[src/design/klv_pkg.sv]
// Package with the shared constants, codes and result type of the KLV BER stream parser.
`default_nettype none
package klv_pkg;

	// Buffer positions at or beyond this count are flagged as overlong.
	localparam int MAX_BUFFER_BYTES = 65536;
	localparam int POS_W            = $clog2(MAX_BUFFER_BYTES + 1);

	// Result queue depth; one input byte can create at most two results.
	localparam int RES_DEPTH  = 4;
	localparam int RES_PTR_W  = $clog2(RES_DEPTH);
	localparam int RES_CNT_W  = $clog2(RES_DEPTH + 1);

	// Result kinds.
	localparam logic [2:0] KIND_ITEM     = 3'd0;
	localparam logic [2:0] KIND_END_OK   = 3'd1;
	localparam logic [2:0] KIND_BAD_LEN  = 3'd2;
	localparam logic [2:0] KIND_TRUNC    = 3'd3;
	localparam logic [2:0] KIND_OVERLONG = 3'd4;

	// Triplet layout.
	localparam int         KEY_BYTES     = 16;
	localparam int         MAX_LEN_BYTES = 4;
	localparam logic [7:0] BER_LONG_FLAG = 8'h80;
	localparam logic [7:0] BER_LEN_MASK  = 8'h7F;

	typedef struct packed {
		logic [15:0] done_count;
		logic [15:0] value_offset;
		logic [31:0] value_length;
		logic [63:0] key_low;
		logic [63:0] key_high;
		logic [2:0]  kind;
		logic        run_end;
	} result_t;

endpackage
`default_nettype wire

[src/design/klv_parse_core.sv]
// Parser state and the single-pass result logic for one buffer byte.
`default_nettype none
module klv_parse_core (
	input  wire logic             clk,
	input  wire logic             arst_n,
	input  wire logic             step,
	input  wire logic [7:0]       data_byte,
	input  wire logic             last_byte,
	output klv_pkg::result_t      res0,
	output klv_pkg::result_t      res1,
	output logic [1:0]            nres
);
	import klv_pkg::*;

	localparam logic [2:0] PH_KEY   = 3'd0;
	localparam logic [2:0] PH_LEN   = 3'd1;
	localparam logic [2:0] PH_LONG  = 3'd2;
	localparam logic [2:0] PH_VALUE = 3'd3;
	localparam logic [2:0] PH_HALT  = 3'd4;

	logic [2:0]       phase_q, phase_d;
	logic [4:0]       hc_q, hc_d;
	logic [63:0]      ku_q, ku_d, kl_q, kl_d;
	logic [31:0]      acc_q, acc_d;
	logic [2:0]       lbl_q, lbl_d;
	logic [31:0]      vbl_q, vbl_d;
	logic [POS_W-1:0] pos_q, pos_d;
	logic [15:0]      vs_q, vs_d;
	logic [15:0]      items_q, items_d;
	logic [2:0]       err_q, err_d;

	logic             emit;
	logic [31:0]      emit_len;
	logic [15:0]      next_off;
	logic [6:0]       cnt;
	result_t          item_r, end_r;

	assign next_off = 16'(32'(pos_q) + 32'd1);
	assign cnt      = 7'(data_byte & BER_LEN_MASK);

	always_comb begin
		phase_d  = phase_q;
		hc_d     = hc_q;
		ku_d     = ku_q;
		kl_d     = kl_q;
		acc_d    = acc_q;
		lbl_d    = lbl_q;
		vbl_d    = vbl_q;
		pos_d    = pos_q;
		vs_d     = vs_q;
		items_d  = items_q;
		err_d    = err_q;
		emit     = 1'b0;
		emit_len = '0;
		item_r   = '0;
		end_r    = '0;
		res0     = '0;
		res1     = '0;
		nres     = 2'd0;
		if (step) begin
			if (phase_q != PH_HALT && pos_q >= POS_W'(MAX_BUFFER_BYTES)) begin
				err_d   = KIND_OVERLONG;
				phase_d = PH_HALT;
			end else begin
				unique case (phase_q)
					PH_KEY: begin
						if (hc_q < 5'd8)
							ku_d = {ku_q[55:0], data_byte};
						else
							kl_d = {kl_q[55:0], data_byte};
						hc_d = hc_q + 5'd1;
						if (hc_d >= 5'(KEY_BYTES))
							phase_d = PH_LEN;
					end
					PH_LEN: begin
						if (last_byte) begin
							phase_d = PH_KEY;
							hc_d    = '0;
						end else if ((data_byte & BER_LONG_FLAG) != 8'd0) begin
							if (cnt > 7'(MAX_LEN_BYTES)) begin
								err_d   = KIND_BAD_LEN;
								phase_d = PH_HALT;
							end else if (cnt == 7'd0) begin
								vs_d = next_off;
								emit = 1'b1;
							end else begin
								acc_d   = '0;
								lbl_d   = 3'(cnt);
								phase_d = PH_LONG;
							end
						end else begin
							vs_d = next_off;
							if (data_byte == 8'd0) begin
								emit = 1'b1;
							end else begin
								acc_d   = 32'(data_byte);
								vbl_d   = 32'(data_byte);
								phase_d = PH_VALUE;
							end
						end
					end
					PH_LONG: begin
						acc_d = {acc_q[23:0], data_byte};
						if (lbl_q != 3'd0)
							lbl_d = lbl_q - 3'd1;
						if (lbl_d == 3'd0) begin
							vs_d = next_off;
							if (acc_d == 32'd0) begin
								emit = 1'b1;
							end else begin
								vbl_d   = acc_d;
								phase_d = PH_VALUE;
							end
						end
					end
					PH_VALUE: begin
						if (vbl_q != 32'd0)
							vbl_d = vbl_q - 32'd1;
						if (vbl_d == 32'd0) begin
							emit     = 1'b1;
							emit_len = acc_q;
						end
					end
					default: begin
					end
				endcase
			end

			if (emit) begin
				if (items_q != 16'hFFFF)
					items_d = items_q + 16'd1;
				item_r.kind         = KIND_ITEM;
				item_r.key_high     = ku_d;
				item_r.key_low      = kl_d;
				item_r.value_length = emit_len;
				item_r.value_offset = vs_d;
				item_r.done_count   = items_d;
				item_r.run_end      = ~last_byte;
				res0                = item_r;
				nres                = 2'd1;
				phase_d             = PH_KEY;
				hc_d                = '0;
			end

			if (pos_q < POS_W'(MAX_BUFFER_BYTES))
				pos_d = pos_q + POS_W'(1);

			if (last_byte) begin
				if (err_d == 3'd0 && (phase_d == PH_LONG || phase_d == PH_VALUE))
					err_d = KIND_TRUNC;
				end_r.kind       = (err_d == 3'd0) ? KIND_END_OK : err_d;
				end_r.done_count = items_d;
				end_r.run_end    = 1'b1;
				if (emit)
					res1 = end_r;
				else
					res0 = end_r;
				nres    = nres + 2'd1;
				// The whole parser returns to its reset state after an end result.
				phase_d = PH_KEY;
				hc_d    = '0;
				ku_d    = '0;
				kl_d    = '0;
				acc_d   = '0;
				lbl_d   = '0;
				vbl_d   = '0;
				pos_d   = '0;
				vs_d    = '0;
				items_d = '0;
				err_d   = '0;
			end
		end
	end

	always_ff @(posedge clk or negedge arst_n) begin
		if (!arst_n) begin
			phase_q <= PH_KEY;
			hc_q    <= '0;
			ku_q    <= '0;
			kl_q    <= '0;
			acc_q   <= '0;
			lbl_q   <= '0;
			vbl_q   <= '0;
			pos_q   <= '0;
			vs_q    <= '0;
			items_q <= '0;
			err_q   <= '0;
		end else begin
			phase_q <= phase_d;
			hc_q    <= hc_d;
			ku_q    <= ku_d;
			kl_q    <= kl_d;
			acc_q   <= acc_d;
			lbl_q   <= lbl_d;
			vbl_q   <= vbl_d;
			pos_q   <= pos_d;
			vs_q    <= vs_d;
			items_q <= items_d;
			err_q   <= err_d;
		end
	end

	// Only the first error is kept until the buffer ends.
	a_err_sticky: assert property (@(posedge clk) disable iff (!arst_n)
		(err_q != 3'd0 && !(step && last_byte)) |=> err_q == $past(err_q))
		else $error("latched error code changed before the buffer ended");

	// Two results only come from an item that completes on the final byte.
	a_two_res: assert property (@(posedge clk) disable iff (!arst_n)
		(nres == 2'd2) |-> (res0.kind == KIND_ITEM && res1.run_end && last_byte))
		else $error("second result is not an end result");

	// No parsing happens while halted on an error.
	a_halt_err: assert property (@(posedge clk) disable iff (!arst_n)
		(phase_q == PH_HALT) |-> (err_q != 3'd0))
		else $error("halted without a latched error");

endmodule
`default_nettype wire

[src/design/klv_result_fifo.sv]
// Small result queue that takes up to two results per cycle and hands out one.
`default_nettype none
module klv_result_fifo (
	input  wire logic                         clk,
	input  wire logic                         arst_n,
	input  wire klv_pkg::result_t             wr0,
	input  wire klv_pkg::result_t             wr1,
	input  wire logic [1:0]                   push_n,
	output klv_pkg::result_t                  head,
	output logic                              head_valid,
	input  wire logic                         pop,
	output logic [klv_pkg::RES_CNT_W-1:0]     free
);
	import klv_pkg::*;

	result_t                mem_q [RES_DEPTH];
	logic [RES_PTR_W-1:0]   wp_q, rp_q;
	logic [RES_CNT_W-1:0]   count_q;

	assign head       = mem_q[rp_q];
	assign head_valid = (count_q != '0);
	assign free       = RES_CNT_W'(RES_DEPTH) - count_q;

	always_ff @(posedge clk) begin
		if (push_n != 2'd0)
			mem_q[wp_q] <= wr0;
		if (push_n == 2'd2)
			mem_q[wp_q + RES_PTR_W'(1)] <= wr1;
	end

	always_ff @(posedge clk or negedge arst_n) begin
		if (!arst_n) begin
			wp_q    <= '0;
			rp_q    <= '0;
			count_q <= '0;
		end else begin
			wp_q    <= wp_q + RES_PTR_W'(push_n);
			if (pop)
				rp_q <= rp_q + RES_PTR_W'(1);
			count_q <= count_q + RES_CNT_W'(push_n) - RES_CNT_W'(pop);
		end
	end

	a_no_overflow: assert property (@(posedge clk) disable iff (!arst_n)
		RES_CNT_W'(push_n) <= free)
		else $error("result queue pushed beyond its free space");

	a_count_range: assert property (@(posedge clk) disable iff (!arst_n)
		count_q <= RES_CNT_W'(RES_DEPTH))
		else $error("result queue count out of range");

	a_pop_drains: assert property (@(posedge clk) disable iff (!arst_n)
		(pop && push_n == 2'd0) |=> count_q == $past(count_q) - RES_CNT_W'(1))
		else $error("pop without push did not drain one entry");

endmodule
`default_nettype wire

[src/design/klv_ber_stream_parser.sv]
// Top level of the KLV BER stream parser: input register, parser core and result queue.
`default_nettype none
// The parser takes a metadata buffer one byte per transaction on the s_axis side,
// with s_axis_tlast on the final byte, and splits it into key-length-value triplets
// made of a 16-byte key and a BER length (short form below 0x80, long form 0x80 plus
// a count of up to four big-endian length bytes). When the last value byte of a
// triplet arrives (for a zero length, its last length byte), an item result with
// the key, the decoded length and the offset of the first value byte is sent on the
// m_axis side. The final byte also produces an end result: "end ok" with the item
// count, or the first error seen (bad length form, truncated triplet, or a buffer
// longer than MAX_BUFFER_BYTES). An error end result means the items already sent
// for that buffer should be discarded. A trailing partial header of no more than
// key plus first length byte is ignored. m_axis_tlast marks the last result caused
// by one input byte. The block sustains one byte per clock cycle while the result
// queue has room: each accepted byte is registered, parsed combinationally, and its
// results go into a four-entry result queue. A byte moves from the input register
// into the parser only when the queue has room for two results. With the m_axis
// side always ready the input never stalls, since a byte yields at most two results
// and bytes that yield two are far apart; only back-pressure on the m_axis side can
// fill the queue and pull s_axis_tready low. A result is offered on the m_axis side
// once its byte has left the input register and its results are in the queue.
module klv_ber_stream_parser (
	input  wire logic         clk,
	input  wire logic         arst_n,
	// Input byte stream.
	input  wire logic         s_axis_tvalid,
	output logic              s_axis_tready,
	input  wire logic [7:0]   s_axis_tdata,    // [7:0] data_byte
	input  wire logic         s_axis_tlast,    // last_byte
	// Result stream.
	output logic              m_axis_tvalid,
	input  wire logic         m_axis_tready,
	output logic [191:0]      m_axis_tdata,    // [63:0] key_high, [127:64] key_low,
	                                           // [159:128] value_length,
	                                           // [175:160] value_offset,
	                                           // [191:176] done_count
	output logic [2:0]        m_axis_tuser,    // [2:0] kind
	output logic              m_axis_tlast     // run_end
);
	import klv_pkg::*;

	logic                 valid_s1;
	logic [7:0]           data_s1;
	logic                 last_s1;
	logic                 step;
	logic                 in_fire;
	result_t              res0, res1, head;
	logic [1:0]           nres;
	logic [RES_CNT_W-1:0] free;
	logic                 head_valid;

	// The byte in the input register is parsed once the queue can hold
	// the worst case of two results.
	assign step          = valid_s1 && (free >= RES_CNT_W'(2));
	assign s_axis_tready = !valid_s1 || step;
	assign in_fire       = s_axis_tvalid && s_axis_tready;

	always_ff @(posedge clk or negedge arst_n) begin
		if (!arst_n)
			valid_s1 <= 1'b0;
		else if (s_axis_tready)
			valid_s1 <= s_axis_tvalid;
	end

	always_ff @(posedge clk) begin
		if (in_fire) begin
			data_s1 <= s_axis_tdata;
			last_s1 <= s_axis_tlast;
		end
	end

	klv_parse_core u_core (
		.clk       (clk),
		.arst_n    (arst_n),
		.step      (step),
		.data_byte (data_s1),
		.last_byte (last_s1),
		.res0      (res0),
		.res1      (res1),
		.nres      (nres)
	);

	klv_result_fifo u_fifo (
		.clk        (clk),
		.arst_n     (arst_n),
		.wr0        (res0),
		.wr1        (res1),
		.push_n     (nres),
		.head       (head),
		.head_valid (head_valid),
		.pop        (m_axis_tvalid && m_axis_tready),
		.free       (free)
	);

	assign m_axis_tvalid = head_valid;
	assign m_axis_tdata  = {head.done_count, head.value_offset, head.value_length,
	                        head.key_low, head.key_high};
	assign m_axis_tuser  = head.kind;
	assign m_axis_tlast  = head.run_end;

	// A byte held in the input register is parsed exactly once.
	a_step_once: assert property (@(posedge clk) disable iff (!arst_n)
		(step && !in_fire) |=> !valid_s1)
		else $error("input register still valid after its byte was parsed");

	// Results appear only when a held byte is parsed.
	a_res_src: assert property (@(posedge clk) disable iff (!arst_n)
		(nres != 2'd0) |-> step)
		else $error("results produced without a parsed byte");

	// The input register never drops a byte that has not been parsed.
	a_hold: assert property (@(posedge clk) disable iff (!arst_n)
		(valid_s1 && !step) |=> (valid_s1 && data_s1 == $past(data_s1)))
		else $error("held input byte changed before it was parsed");

endmodule
`default_nettype wire

[config.mk]
export PLATFORM = sky130hd
export DESIGN_NAME = klv_ber_stream_parser
export DESIGN_NICKNAME = d
export VERILOG_FILES = /design/src/design/klv_pkg.sv /design/src/design/klv_parse_core.sv /design/src/design/klv_result_fifo.sv /design/src/design/klv_ber_stream_parser.sv
export SDC_FILE = /design/constraint.sdc
export NUM_CORES = 2
export LEC_CHECK = 0
export ABC_AREA = 1
export BUFFER_PORTS_ARGS = -buffer_cell sky130_fd_sc_hd__buf_2
export CORE_MARGIN = 1.5
export CORE_UTILIZATION = 35
export DETAILED_ROUTE_END_ITERATION = 8
export MAX_ROUTING_LAYER = met4
export SYNTH_ARGS = -nofsm -noshare
export SYNTH_HDL_FRONTEND = slang
export SYNTH_SLANG_ARGS = --single-unit
[constraint.sdc]
create_clock -name clk -period 4.6 [get_ports clk]
set_clock_uncertainty 0.05 [all_clocks]
set_input_delay 0.46 -clock clk [delete_from_list [all_inputs] [get_ports clk]]
set_output_delay 0.46 -clock clk [all_outputs]
set_load 0.005 [all_outputs]
Yosys cells after proc, flatten, opt, wreduce, memory -nomap -nowiden
Memories as Yosys holds them, arrays and structs flattened.
Index checks and enable logic that the tools add are counted.
- register bits: 272
- memory bits (writable): 784
- input port bits: 13
- output and inout bits: 198
- logic and storage cells: 192
- memories: 1
- memories (name ; depth ; bits a word ; rd ports ; clocked after memory_dff ; write ports ; line ; source):
    u_fifo.mem_q ; 4 ; 196 ; 1 ; 0 ; 2 ; klv_result_fifo.sv:16 ; result_t mem_q [RES_DEPTH];
- add/sub/neg operators: 13
- $lt $le $gt $ge: 6
- eq/ne operators: 20
- multiplexer cells: 105
- bitwise operators: 1
- reduce and logical (&&, ||, !) cells: 29
- operators with widths (cell ; count):
    2-to-1 mux 196 bit ; 7
    2-to-1 mux 32 bit ; 18
    2-to-1 mux 64 bit ; 8
    2-to-1 mux 16 bit ; 10
    2-to-1 mux 3 bit ; 32
    one-hot mux 32 bit (3 select lines) ; 1
    logical NOT 32 bit ; 2
    one-hot mux 32 bit (2 select lines) ; 1
    2-to-1 mux 17 bit ; 2
    adder 16 x 1 -> 16 bit (second input constant) ; 2
    one-hot mux 16 bit (2 select lines) ; 1
    nonzero test 32 bit ; 1
    subtractor 32 x 1 -> 32 bit (second input constant) ; 1
    inequality test 3 bit (second input constant) ; 8
    2-to-1 mux 5 bit ; 4
    adder 17 x 1 -> 17 bit (second input constant) ; 1
    >= comparator 17 bit (second input constant) ; 1
    less-than comparator 17 bit (second input constant) ; 1
    inequality test 16 bit (second input constant) ; 1
    2-to-1 mux 1 bit ; 15
    == test 3 x 2 -> 1 bit (second input constant) ; 4
    logical NOT 3 bit ; 4
    inequality test 4 bit (second input constant) ; 3
    AND reduction 6 bit ; 2
    31 further kinds ; 44

Depth between registers and ports, before layout
- depth after elaboration: 23
- gate-level depth with buffers: 29
- gate-level depth less buffers: 26

Modules after synthesis
A second synthesis with hierarchy kept.
- cell total of the unflattened synthesis: 7887
- area, all modules: 61069.8 µm²
- modules (own cells, without submodules) (module ; instances ; cells each ; area each (µm²) ; sequential area each (µm²)):
    klv_result_fifo ; 1 ; 5526 ; 43477.9 ; 23717.7
    klv_parse_core ; 1 ; 2342 ; 17254.0 ; 6381.1
    klv_ber_stream_parser ; 1 ; 19 ; 337.8 ; 295.3

Worst setup path before layout
No wires, ideal clock.
- path kind: register to register
- start: register u_core.vbl_q[0]
- end: memory u_fifo.mem_q[3][0] (netlist bit), enable pin
- setup time: 0.339 ns
- arrival time: 4.220 ns
- data required time: 4.211 ns
- setup slack: -0.009 ns
- stages on the path, launching flop included: 26
- path buffers: 5
- period minus slack after synthesis: 4.609 ns
- path through: dfrtp_1 > inv_1 > ha_1 > nand2_1 > nor2_2 > nand2_1 > nor2_1 > inv_2 > buf_2 > nand2_1 > nand2_1 > nor2_1 > nand2_1 > nor2_1 > nand2_1 > nand2_1 > nand2_2 > buf_2 > clkbuf_1 > ha_1 > o21ai_0 > nor2_1 > nor2_1 > clkbuf_1 > clkbuf_1 > inv_1
- RTL lines (item ; line ; source):
    from (decl) ; klv_parse_core.sv:26 ; logic [31:0] vbl_q, vbl_d;
    from (signal assigned) ; klv_parse_core.sv:195 ; vbl_q <= vbl_d;
    to (decl) ; klv_result_fifo.sv:16 ;

==> results.md <==
- The portion of the clock cycle consumed by the worst path in the final layout is 0.9394.
- Data on the critical path is required at its endpoint by 5.20 ns.
- The overall power after layout is 32.78 mW.
- Detailed routing inserted a total of 42,906 vias.
- The end of the critical path is u_fifo.mem_q[0][15].
- Setup repair after global routing left no endpoint under its margin.
- The clock insertion delay at the later pin of the skew report is 0.77 ns.
- The sum of overflow across all layers after global routing is 0.
- The final critical-path setup slack is 0.2789 ns.
- The worst slew slack as a fraction of its limit is 0.2784.
- The share of the yosys chip area belonging to registers is 0.5007.
- The post-placement setup slack is 0.1102 ns.
- Hold is met by 0.1204 ns.
- The clock tree root driver cell is sky130_fd_sc_hd__clkbuf_16.
- At the end of routability-driven placement, the weighted congestion stood at 0.9279.
- The first-pass GRT wire length is 234.4 mm.
- The pin count of the biggest net entering global routing is about 160.
- The storage element area is 23,350 µm².
- The worst register-to-register path begins at u_core.vbl_q[5].
- The count of buffers added on input and output ports is 210.
- The initial utilization of the core area, before any placement, comes to 0.3538.
- After filler insertion, the fill cell instance count of the layout stands at 13,508.
- Subtracting the final worst setup slack from the clock period gives 4.321 ns.
- The worst reg-to-reg path cell count is 23.
- For met3 alone, demand over resource in global routing was 0.03241.
- The total of max-cap violations is 0.
- The startpoint class of the critical path is a flop.
- In this run the static leakage power is 22.06 nW.
- The reg2reg setup slack is roughly 0.28 ns.
- The number of max-slew violations in the final report is 0.
- In this run the worst hold path is classified as primary input to flop.
- The detailed placement HPWL is 92.49 mm.
- The critical path launch point is u_core.vbl_q[5].
- The count of state elements after synthesis is 1,056.
- The initial antenna violation count is 4.
- The detail-routed net length per standard cell is roughly 19 µm.
- Synthesis produced a netlist whose cell count is 6,106.
- The via count of the first global-routing pass is roughly 40,000.
- The number of clock buffers inserted by TritonCTS is ~120.
- The worst-case IR drop observed on VDD is 0.5301 mV.
- The count of distinct cell types in the synthesized netlist is 48.
- For the pin with the worst max-slew slack, the measured transition is 1.082 ns.
- The post-layout utilization of the core is 0.4099.
- For met2 alone, demand over resource in global routing was 0.3495.
- The power density normalized to cell area is 606.7 nW/µm².
- In this run the remaining antenna-violating nets after routing total 0.
- The most common library cell in the layout ignoring fill and taps is sky130_fd_sc_hd__nand2_1.
- The mean instance size in the synthesized netlist is ~7.6 µm².
- The number of nets handed over by synthesis was 6,135.
- The H-tree level count is 3.
- The top achievable clock speed is 231.4 MHz.
- After detailed routing, the number of remaining DRC violations is 0.
- The cell area after synthesis is roughly 47,000 µm².
- The clock input transition at the sequential cells of the worst setup and hold paths is 0.06 ns.
- The final setup violation count is 0.
- The first routing iteration left 3,997 violations.
- Across every metal layer, demand over resource in global routing totals 0.2230.
- The critical path is of the flop to flop type.
- The destination of the worst register-to-register timing path is u_fifo.mem_q[0][15].
- The final layout contains routed wiring with a total length of 154.4 mm.
- Setup total negative slack on the finished layout was measured at 0 ns.
- The flow ran to the end, and the final reports show no timing, DRC or antenna violations.
- The type of destination of the critical path is a flop.
- For met1 alone, demand over resource in global routing was 0.2985.
- The fraction of layout instances using a drive strength above 1 is 0.09668.
- The arrival time at the worst endpoint is 4.92 ns.
- The chip width is 368 µm.
- In this run the worst path has a maximum fanout of 37.
- The area of the core is ~130,000 µm².
- The clock sink total is 1,056.
- The die is 368 µm tall.
- Yosys printed 0 warnings.
- The number of top-level pins is between 200 and 250.
- After global routing, the most crowded layer is met2.
- The number of hold-slack violations in the final timing report came to 0.
- Compared with the post-synthesis result, the final layout area differs by 15.86%.
- For this run, the post-layout net count is 6,136.
- The multi-input logic area is 19,810 µm².
- The first-pass iteration count of the detailed router is 6.
- The total die area is 135,400 µm².
- The CTS tree is built.
- In the layout the commonest cells are 958 x sky130_fd_sc_hd__nand2_1, 953 x sky130_fd_sc_hd__o21ai_0, 704 x sky130_fd_sc_hd__dfxtp_1.
- The clock passes through at most 3 buffers.
- The floorplan has 133 rows.
- After detailed routing, the number of vias per cell comes to 5.389.
critical path, cell delays in order (launching register included):
cell and delay (ns):
sky130_fd_sc_hd__dfrtp_1 0.42, sky130_fd_sc_hd__nor2_1 0.30, sky130_fd_sc_hd__nand2_1 0.17, sky130_fd_sc_hd__nor2_4 0.28, sky130_fd_sc_hd__nand2_1 0.19, sky130_fd_sc_hd__o21ai_1 0.16
sky130_fd_sc_hd__nand2_1 0.12, sky130_fd_sc_hd__nand2_1 0.16, sky130_fd_sc_hd__nand2_1 0.07, sky130_fd_sc_hd__nor2_1 0.09, sky130_fd_sc_hd__nand2_1 0.06, sky130_fd_sc_hd__nor2_1 0.15
sky130_fd_sc_hd__nand2_1 0.11, sky130_fd_sc_hd__nand2_1 0.09, sky130_fd_sc_hd__nand2_2 0.10, sky130_fd_sc_hd__ha_1 0.36, sky130_fd_sc_hd__o21ai_1 0.12, sky130_fd_sc_hd__buf_4 0.20
sky130_fd_sc_hd__nor2_4 0.27, sky130_fd_sc_hd__clkinv_8 0.13, sky130_fd_sc_hd__buf_4 0.20, sky130_fd_sc_hd__clkbuf_16 0.22, sky130_fd_sc_hd__nand3_1 0.10, sky130_fd_sc_hd__o21ai_0 0.08
power breakdown:
part / switching (mW) / internal [mW]
Sequential: 0.591 / 10.2
Clock: 4.01 / 5.64
Combinational: 8.57 / 3.72
Total: 13.2 / 19.6
sequential cells by signal (all words and copies together) (netlist names):
register        flops
data_s1             8
last_s1             1
u_core.acc_q       32
u_core.err_q        3
u_core.hc_q         5
u_core.items_q     16
u_core.kl_q        64
u_core.ku_q        64
u_core.lbl_q        3
u_core.phase_q      3
u_core.pos_q       17
u_core.vbl_q       32
u_core.vs_q        16
u_fifo.count_q      3
u_fifo.mem_q      784
u_fifo.rp_q         2
u_fifo.wp_q         2
valid_s1            1
Yosys cell counts (all sizes together):
cell | n | share of area
dfxtp | 704 | 0.30
clkbuf | 433 | 0.035
a31o | 1 | 0.00019
o31ai | 2 | 0.00032
ha | 15 | 0.0040
a211oi | 2 | 0.00032
o32ai | 1 | 0.00019
o21bai | 1 | 0.00016
a31oi | 2 | 0.00027
nor4b | 1 | 0.00019
edfxtp | 89 | 0.057
a32o | 3 | 0.00064
inv | 434 | 0.035
fa | 1 | 0.00043
o22ai | 369 | 0.050
or2 | 2 | 0.00027
nand4 | 71 | 0.0095
nand2 | 963 | 0.078
nand3b | 2 | 0.00032
a311oi | 1 | 0.00019
a21boi | 1 | 0.00016
and2 | 3 | 0.00040
o211ai | 2 | 0.00032
nor4 | 8 | 0.0011
a22o | 12 | 0.0023
or3b | 1 | 0.00019
xnor2 | 4 | 0.00075
buf | 48 | 0.0057
a22oi | 3 | 0.00048
nor3 | 10 | 0.0011
o21ai | 1377 | 0.15
clkinv | 11 | 0.00089
nand3 | 534 | 0.057
dfrtp | 263 | 0.14
o2111ai | 4 | 0.00075
nor2 | 580 | 0.048
a21oi | 115 | 0.012
o21a | 2 | 0.00032
xor2 | 29 | 0.0054
nor3b | 2 | 0.00032
stage by stage:
step	instance area (µm²)	cells
floorplan	46630	6106
global placement	49500	7704
detailed placement	49500	7704
CTS	53580	7932
global route	54020	7962
finish	54020	7962
kinds of logic after synthesis:
group | synth area share
adders and majority gates | 0.004454
DFF | 0.5007
xor gates and xnor gates | 0.006198
buffers and inverters | 0.07634
and+or+nand+nor | 0.1961
AOI/OAI and AO/OA | 0.2162
worst min-delay path by stage:
stage / from / end / slack (ns) / cells past startpoint
floorplan: arst_n / u_core.acc_q[0] / 0.11 / 0
global placement: u_fifo.mem_q[3][154] / u_fifo.mem_q[3][154] / 0.39 / 2
detailed placement: u_fifo.mem_q[3][6] / u_fifo.mem_q[3][6] / 0.40 / 2
CTS: m_axis_tready / u_fifo.rp_q[1] / 0.08 / 4
global route: m_axis_tready / u_fifo.rp_q[1] / 0.12 / 4
finish: m_axis_tready / u_fifo.rp_q[1] / 0.12 / 4
cell type report:
| class | instances | share of cell area |
|---|---|---|
| timing repair inverter | 4 | 0.0006485 |
| multi-input combinational | 4124 | 0.3666 |
| antenna | 1 | 0.00004632 |
| clock inverter | 51 | 0.009287 |
| clock buffer | 166 | 0.06425 |
| sequential | 1056 | 0.4323 |
| inverter | 445 | 0.03247 |
| timing repair buffer | 360 | 0.05373 |
| tap | 1755 | 0.04065 |
per-layer routing:
layer / vias up / wire length, µm / share of wire
met1: 20582 / 70520 / 0.46
met2: 1314 / 71410 / 0.46
li1: 20803 / - / -
met4: 0 / 3292 / 0.021
met3: 207 / 9180 / 0.059
met5: - / 0 / 0
repair_timing:
| action | in CTS | in global routing |
|---|---|---|
| hold endpoints to repair | 108 | 0 |
| setup endpoints to repair | 0 | 846 |
| hold buffers | 11 | 0 |
| resized for setup | 0 | 26 |
| setup buffers | 0 | 22 |
Note: power is estimated with default switching activity, not from simulation.
